## config.mk

```make
export PLATFORM = sky130hd
export DESIGN_NAME = sxc_front
export DESIGN_NICKNAME = d
export VERILOG_FILES = /design/src/sv/sxc_pkg.sv /design/src/sv/sxc_front.sv
export SDC_FILE = /design/constraint.sdc
export NUM_CORES = 2
export LEC_CHECK = 0
export BUFFER_PORTS_ARGS = -buffer_cell sky130_fd_sc_hd__buf_2
export CORE_MARGIN = 2
export CORE_UTILIZATION = 55
export DETAILED_ROUTE_END_ITERATION = 16
export MAX_ROUTING_LAYER = met4
export PLACE_DENSITY = 0.77
export SLEW_MARGIN = 20
export SYNTH_ARGS = -nofsm -noshare
export SYNTH_HDL_FRONTEND = slang
export SYNTH_SLANG_ARGS = --single-unit
```

## constraint.sdc

```tcl
create_clock -name i_clk -period 14.4 [get_ports i_clk]
set_clock_uncertainty 0.15 [all_clocks]
set_input_delay 2.16 -clock i_clk [delete_from_list [all_inputs] [get_ports i_clk]]
set_output_delay 2.16 -clock i_clk [all_outputs]
set_load 0.03 [all_outputs]
```

## src/sv/sxc_pkg.sv

```systemverilog
// Shared types, widths, gamma tables and matrix coefficients of the sRGB/XYZ converter.
package sxc_pkg;

    // Fixed-point formats.
    localparam int XYZ_FRAC_BITS     = 8;
    localparam int LINEAR_INDEX_BITS = 12;
    localparam int COEF_FRAC_BITS    = 14;

    localparam int CH_W   = 8;
    localparam int XYZ_W  = 15;
    localparam int LIN_W  = 16;
    localparam int CODES  = 256;
    localparam int CODE_W = 8;
    localparam int OPD_W  = LIN_W + 1;
    localparam int COEF_W = COEF_FRAC_BITS + 3;
    localparam int PROD_W = COEF_W + OPD_W;
    localparam int ACC_W  = PROD_W + 2;

    // Reverse normalisation: u = floor(|acc|/2^(COEF+XYZ-15))+50, linear = floor(u/100).
    localparam int LIN_SHIFT = COEF_FRAC_BITS + XYZ_FRAC_BITS - 15;
    localparam int U_W       = 22;
    // Linear values drop their low bits down to the index resolution.
    localparam int Q_DROP    = (LINEAR_INDEX_BITS < 15) ? 15 - LINEAR_INDEX_BITS : 0;

    localparam logic [63:0] Q30_ONE  = 64'd1 << 30;
    localparam logic [63:0] Q30_HALF = 64'd1 << 29;

    typedef enum logic {
        OP_TO_XYZ = 1'b0,
        OP_TO_RGB = 1'b1
    } t_op;

    typedef logic [CODES-1:0][LIN_W-1:0] t_gamma_tab;
    typedef logic [8:0][COEF_W-1:0]      t_coef_set;

    // Matrix constants scaled by 10^7, row-major.
    localparam longint FWD_K [9] = '{
        64'sd4124530, 64'sd3575800, 64'sd1804230,
        64'sd2126710, 64'sd7151600, 64'sd721690,
        64'sd193340,  64'sd1191930, 64'sd9502270
    };
    localparam longint REV_K [9] = '{
        64'sd32404542, -64'sd15371385, -64'sd4985314,
        -64'sd9692660, 64'sd18760108,  64'sd415560,
        64'sd556434,   -64'sd2040259,  64'sd10572252
    };

    // Decode curve at half-code h (v = h/510), result in Q1.15.
    function automatic logic [LIN_W-1:0] decode_half(input logic [63:0] h);
        logic [63:0] r;
        logic [63:0] s;
        logic [63:0] lo;
        logic [63:0] hi;
        logic [63:0] mid;
        logic [63:0] p;
        logic [63:0] result;
        int          i;
        if (h < 64'd21) begin
            result = (64'd3276800 * h + 64'd329460) / 64'd658920;
        end else begin
            r  = (((64'd1000 * h + 64'd28050) << 30) + 64'd269025) / 64'd538050;
            s  = (r * r + Q30_HALF) >> 30;
            lo = 64'd0;
            hi = Q30_ONE;
            while (lo < hi) begin
                mid = (lo + hi + 64'd1) >> 1;
                p   = mid;
                for (i = 0; i < 4; i++) begin
                    p = (p * mid + Q30_HALF) >> 30;
                end
                if (p <= s) begin
                    lo = mid;
                end else begin
                    hi = mid - 64'd1;
                end
            end
            result = (s * lo + (64'd1 << 44)) >> 45;
        end
        return LIN_W'(result);
    endfunction

    function automatic t_gamma_tab build_lin_tab();
        t_gamma_tab tab;
        int         c;
        for (c = 0; c < CODES; c++) begin
            tab[c] = decode_half(64'(2 * c));
        end
        return tab;
    endfunction

    // Entry c is the smallest linear value that encodes to code c.
    function automatic t_gamma_tab build_thr_tab();
        t_gamma_tab tab;
        int         c;
        tab[0] = '0;
        for (c = 1; c < CODES; c++) begin
            tab[c] = decode_half(64'(2 * c - 1));
        end
        return tab;
    endfunction

    function automatic t_coef_set build_coefs(input logic rev);
        t_coef_set coefs;
        longint    k;
        longint    m;
        longint    v;
        int        i;
        for (i = 0; i < 9; i++) begin
            k = rev ? REV_K[i] : FWD_K[i];
            m = (k < 0) ? -k : k;
            v = ((m << COEF_FRAC_BITS) + 64'sd5000000) / 64'sd10000000;
            if (k < 0) begin
                v = -v;
            end
            coefs[i] = COEF_W'(v);
        end
        return coefs;
    endfunction

    localparam t_gamma_tab LIN_TAB  = build_lin_tab();
    localparam t_gamma_tab THR_TAB  = build_thr_tab();
    localparam t_coef_set  FWD_COEF = build_coefs(1'b0);
    localparam t_coef_set  REV_COEF = build_coefs(1'b1);

    typedef struct packed {
        t_op                        op;
        logic [2:0][CH_W-1:0]       rgb;
        logic [2:0][XYZ_W-1:0]      xyz;
    } t_item;

    typedef struct packed {
        logic  valid;
        t_item item;
    } t_in_beat;

    typedef struct packed {
        logic                   valid;
        t_item                  item;
        logic [2:0][ACC_W-1:0]  acc;
    } t_acc_beat;

    typedef struct packed {
        logic                   valid;
        t_item                  item;
        logic [2:0][XYZ_W-1:0]  xyz_calc;
        logic [2:0][LIN_W-1:0]  q;
        logic                   gamut;
        logic [2:0][CODE_W-1:0] code;
    } t_enc_beat;

endpackage

```

## src/sv/sxc_front.sv

```systemverilog
// Linearisation lookup, shared 3x3 matrix multipliers and row sums.
module sxc_front
    import sxc_pkg::*;
(
    input  logic      i_clk,
    input  logic      i_rst_n,
    input  t_in_beat  i_beat,
    output t_acc_beat o_beat
);

    typedef struct packed {
        logic                   valid;
        t_item                  item;
        logic [2:0][OPD_W-1:0]  opd;
    } t_opd_beat;

    typedef struct packed {
        logic                   valid;
        t_item                  item;
        logic [8:0][PROD_W-1:0] prod;
    } t_prod_beat;

    t_opd_beat  r_opd;
    t_opd_beat  n_opd;
    t_prod_beat r_prod;
    t_prod_beat n_prod;
    t_acc_beat  r_acc;
    t_acc_beat  n_acc;

    // Forward mode multiplies linear light, reverse mode multiplies XYZ.
    always_comb begin
        n_opd.valid = i_beat.valid;
        n_opd.item  = i_beat.item;
        for (int c = 0; c < 3; c++) begin
            if (i_beat.item.op == OP_TO_RGB) begin
                n_opd.opd[c] = OPD_W'(i_beat.item.xyz[c]);
            end else begin
                n_opd.opd[c] = OPD_W'(LIN_TAB[i_beat.item.rgb[c]]);
            end
        end
    end

    always_comb begin
        logic signed [COEF_W-1:0] coef;
        logic signed [OPD_W-1:0]  opd;
        logic signed [PROD_W-1:0] prod;
        n_prod.valid = r_opd.valid;
        n_prod.item  = r_opd.item;
        for (int row = 0; row < 3; row++) begin
            for (int col = 0; col < 3; col++) begin
                if (r_opd.item.op == OP_TO_RGB) begin
                    coef = $signed(REV_COEF[3 * row + col]);
                end else begin
                    coef = $signed(FWD_COEF[3 * row + col]);
                end
                opd  = $signed(r_opd.opd[col]);
                prod = coef * opd;
                n_prod.prod[3 * row + col] = prod;
            end
        end
    end

    always_comb begin
        logic signed [ACC_W-1:0] sum;
        n_acc.valid = r_prod.valid;
        n_acc.item  = r_prod.item;
        for (int row = 0; row < 3; row++) begin
            sum = $signed(r_prod.prod[3 * row]) + $signed(r_prod.prod[3 * row + 1])
                + $signed(r_prod.prod[3 * row + 2]);
            n_acc.acc[row] = sum;
        end
    end

    always_ff @(posedge i_clk) begin
        if (!i_rst_n) begin
            r_opd.valid  <= 1'b0;
            r_prod.valid <= 1'b0;
            r_acc.valid  <= 1'b0;
        end else begin
            r_opd  <= n_opd;
            r_prod <= n_prod;
            r_acc  <= n_acc;
        end
    end

    assign o_beat = r_acc;

endmodule

```

==> results.sh <==
export IMPL_layout_common_cells="1679 x inv_1, 1149 x ha_1, 1111 x fa_1"
export IMPL_place_hpwl_mm=232
export IMPL_grt_pass1_vias=70200
export IMPL_wire_per_inst_um=25.4
export IMPL_postCtsSetupBuffers=0
export IMPL_synthFlopType="edfxtp_1"
export IMPL_portBuffers=251
export IMPL_coreArea_mm2=0.161
export IMPL_drive_gt1_share_pct=6.14
export IMPL_cts_root_buf="clkbuf_16"
export IMPL_fin_crit_ns=8.29
export IMPL_placed_area_mm2=0.0925
export IMPL_drt_iter0_drc=7365
export IMPL_wirelength_mm=291
export IMPL_worstSkewPairLatency_ns=0.75
export IMPL_clk_pin_slew_worst_paths_ns=0.07
export IMPL_grt_usage_pct=36.7
export IMPL_hold_depth=0
export IMPL_setup_viol=0
export IMPL_cp_data_required_time_ns=14.72
export IMPL_post_cts_resized=0
export IMPL_start_util_pct=55.4
export IMPL_grt_overflow=0
export IMPL_rrSetupSlack_ns=6.11
export IMPL_syn_inst=9185
export IMPL_die_y_um=406
export IMPL_holdPathEnd="n_acc[120]"
export IMPL_synth_distinct_cells=87
export IMPL_synth_edf_count=638
export IMPL_placedCellCount=11400
export IMPL_grt_pass1_wl_mm=439
export IMPL_max_slew_margin_rel_pct=23.1
export IMPL_seq_area_frac_synth_pct=21.6
export IMPL_status="finished, final reports clean"
export IMPL_finalMaxSlewViolations=0
export IMPL_syn_cell_area_mm2=0.0890
export IMPL_die_w_um=406
export IMPL_ios=252
export IMPL_antenna_found_initial=9
export IMPL_r2r_cells=25
export IMPL_area_growth_syn_to_layout_pct=6.77
export IMPL_final_common_cell="inv_1"
export IMPL_r2r_end="r_prod[67]"
export IMPL_grt_setup_unrepaired="false"
export IMPL_hold_buffers=0
export IMPL_reg2reg_from="n_prod[375]"
export IMPL_avgSynthCellArea_um2=9.69
export IMPL_endpoint_kind="flop"
export IMPL_hold_path_startpoint="n_prod[318]"
export IMPL_cts_inserted_buffers=75
export IMPL_hold_viol_final=0
export IMPL_max_freq_ghz=0.121
export IMPL_setup_tns_ns=0
export IMPL_critPathMaxFanout=152
export IMPL_ys_async_sr_fraction_pct=0
export IMPL_cp_arrival_ns=8.61
export IMPL_utilization_pct=59.2
export IMPL_clkSinkCount=641
export IMPL_grt_max_degree=153
export IMPL_first_pass_iters=9
export IMPL_critPathKind="flop to flop"
export IMPL_num_vias=69100
export IMPL_drc_errors=0
export IMPL_antenna_left=0
export IMPL_startpoint_type="flop"
export IMPL_instances_no_fill=11500
export IMPL_final_nets=11600
export IMPL_hold_class="flop to flop"
export IMPL_max_slew_worst_pin_slew_ns=1.15
export IMPL_h_tree_depth=3
export IMPL_period_share_pct=57.6
export IMPL_rows=147
export IMPL_fp_dieArea_mm2=0.165
export IMPL_gp_congestion=1.01
export IMPL_ys_seq_elements=641
export IMPL_cts_tree="done"
export IMPL_vias_per_cell=6.01
export IMPL_cts_buffer_depth=3
export IMPL_stdcell_area_mm2=0.0951
export IMPL_drv_cap=0
export IMPL_yosysWarnings=0
==> flip-flops by register name, indices dropped and copies added, names as in the netlist <==
signal	cells
r_opd	48
n_prod	71
r_prod	272
n_acc	71
o_beat	179
==> cells in the mapped netlist (16+ instances only) <==
cell / instances / area (µm²)
inv_1: 1681 / 6310
ha_1: 1149 / 14400
fa_1: 1111 / 22200
edfxtp_1: 638 / 19200
a21oi_1: 603 / 3020
nand2_1: 575 / 2160
nor2_1: 475 / 1780
o21ai_0: 388 / 1940
xnor2_1: 347 / 3040
clkbuf_1: 304 / 1140
a21o_1: 187 / 1400
xor2_1: 142 / 1240
nand3_1: 108 / 541
nand2b_1: 104 / 651
nor3_1: 101 / 505
a211oi_1: 91 / 683
o211ai_1: 88 / 661
a31oi_1: 86 / 538
nor2b_1: 84 / 526
buf_1: 72 / 270
and2_1: 68 / 425
o21a_1: 62 / 465
and3_1: 47 / 294
or2_2: 46 / 288
a311oi_1: 44 / 385
o21bai_1: 42 / 315
nand4_1: 35 / 219
o22ai_1: 35 / 219
or3_1: 29 / 181
a221oi_1: 27 / 236
a2111oi_0: 22 / 193
o221ai_1: 22 / 193
o31ai_1: 22 / 165
mux4_2: 19 / 428
o2111ai_1: 18 / 158
a22oi_1: 17 / 128
o311ai_0: 17 / 149
mux2i_1: 16 / 160
==> cell families (layout without fill, tap and decap cells) <==
group	after synthesis	in the layout	synth area share, %
multiplexers	44	44	0.774
other	2	55	0.00844
adder cells (fa/ha/maj)	2272	2272	41.3
buffers and inverters	2088	2184	8.82
XOR/XNOR	489	489	4.81
AND/OR/NAND/NOR	1723	1723	8.92
flip-flops	641	641	21.6
AO/OA/AOI/OAI	1926	1926	13.8
==> layout make-up <==
cell class              count  area, µm²
diodes                      5       12.5
clock buffers              81       1900
clock inverters            56        647
fillers                 13800      65500
inverters                1698       6370
multi-input cells        6504      62200
flip-flops and latches    641      19200
well taps                2160       2700
repair buffers            349       2050
==> worst max path at each step <==
| stage | startpoint | endpoint | slack, ns | depth (start not counted) |
|---|---|---|---|---|
| 6_report | n_prod[375] | r_prod[67] | 6.11 | 25 |
| 3_3_place_gp | n_prod[375] | r_prod[67] | 6.44 | 19 |
| 3_5_place_dp | n_prod[375] | r_prod[67] | 6.23 | 19 |
| 4_1_cts | n_prod[375] | r_prod[67] | 6.20 | 19 |
| 2_1_floorplan | n_prod[375] | r_prod[67] | 6.77 | 24 |
| 5_1_grt | n_prod[375] | r_prod[67] | 5.84 | 25 |
==> metrics by stage <==
step                setup WS [ns]  hold slack [ns]
global route                 5.84            0.268
global placement             6.44            0.250
finish                       6.11            0.251
CTS                          6.20            0.258
floorplan                    6.77            0.250
detailed placement           6.23            0.255
==> layer usage <==
metal	GRT usage, %	share of wire [%]	vias up
met5	-	0	-
met4	17.0	5.5	0
met3	6.01	8.2	666
met2	55.8	45	3165
met1	48.4	41	34300
li1	-	-	30900
==> worst max-delay path, stage by stage (launching register included) <==
cell       delay [ns]
edfxtp_1         0.42
buf_12           0.20
nor2b_1          0.79
xor2_1           0.58
ha_1             0.26
nor2_1           0.09
fa_1             0.52
inv_1            0.06
fa_1             0.49
inv_1            0.05
fa_1             0.52
inv_1            0.05
fa_1             0.48
inv_1            0.05
fa_1             0.47
inv_1            0.04
ha_1             0.35
nand2_1          0.09
o21ai_0          0.10
o41a_1           0.31
a31o_2           0.26
o221ai_1         0.27
a31oi_1          0.18
a31o_2           0.31
mux2i_1          0.12
a2111oi_0        0.46
Power is left out: the tool's default activity adds up to more than one toggle a clock period on the data nets, which glitch-free logic cannot reach.
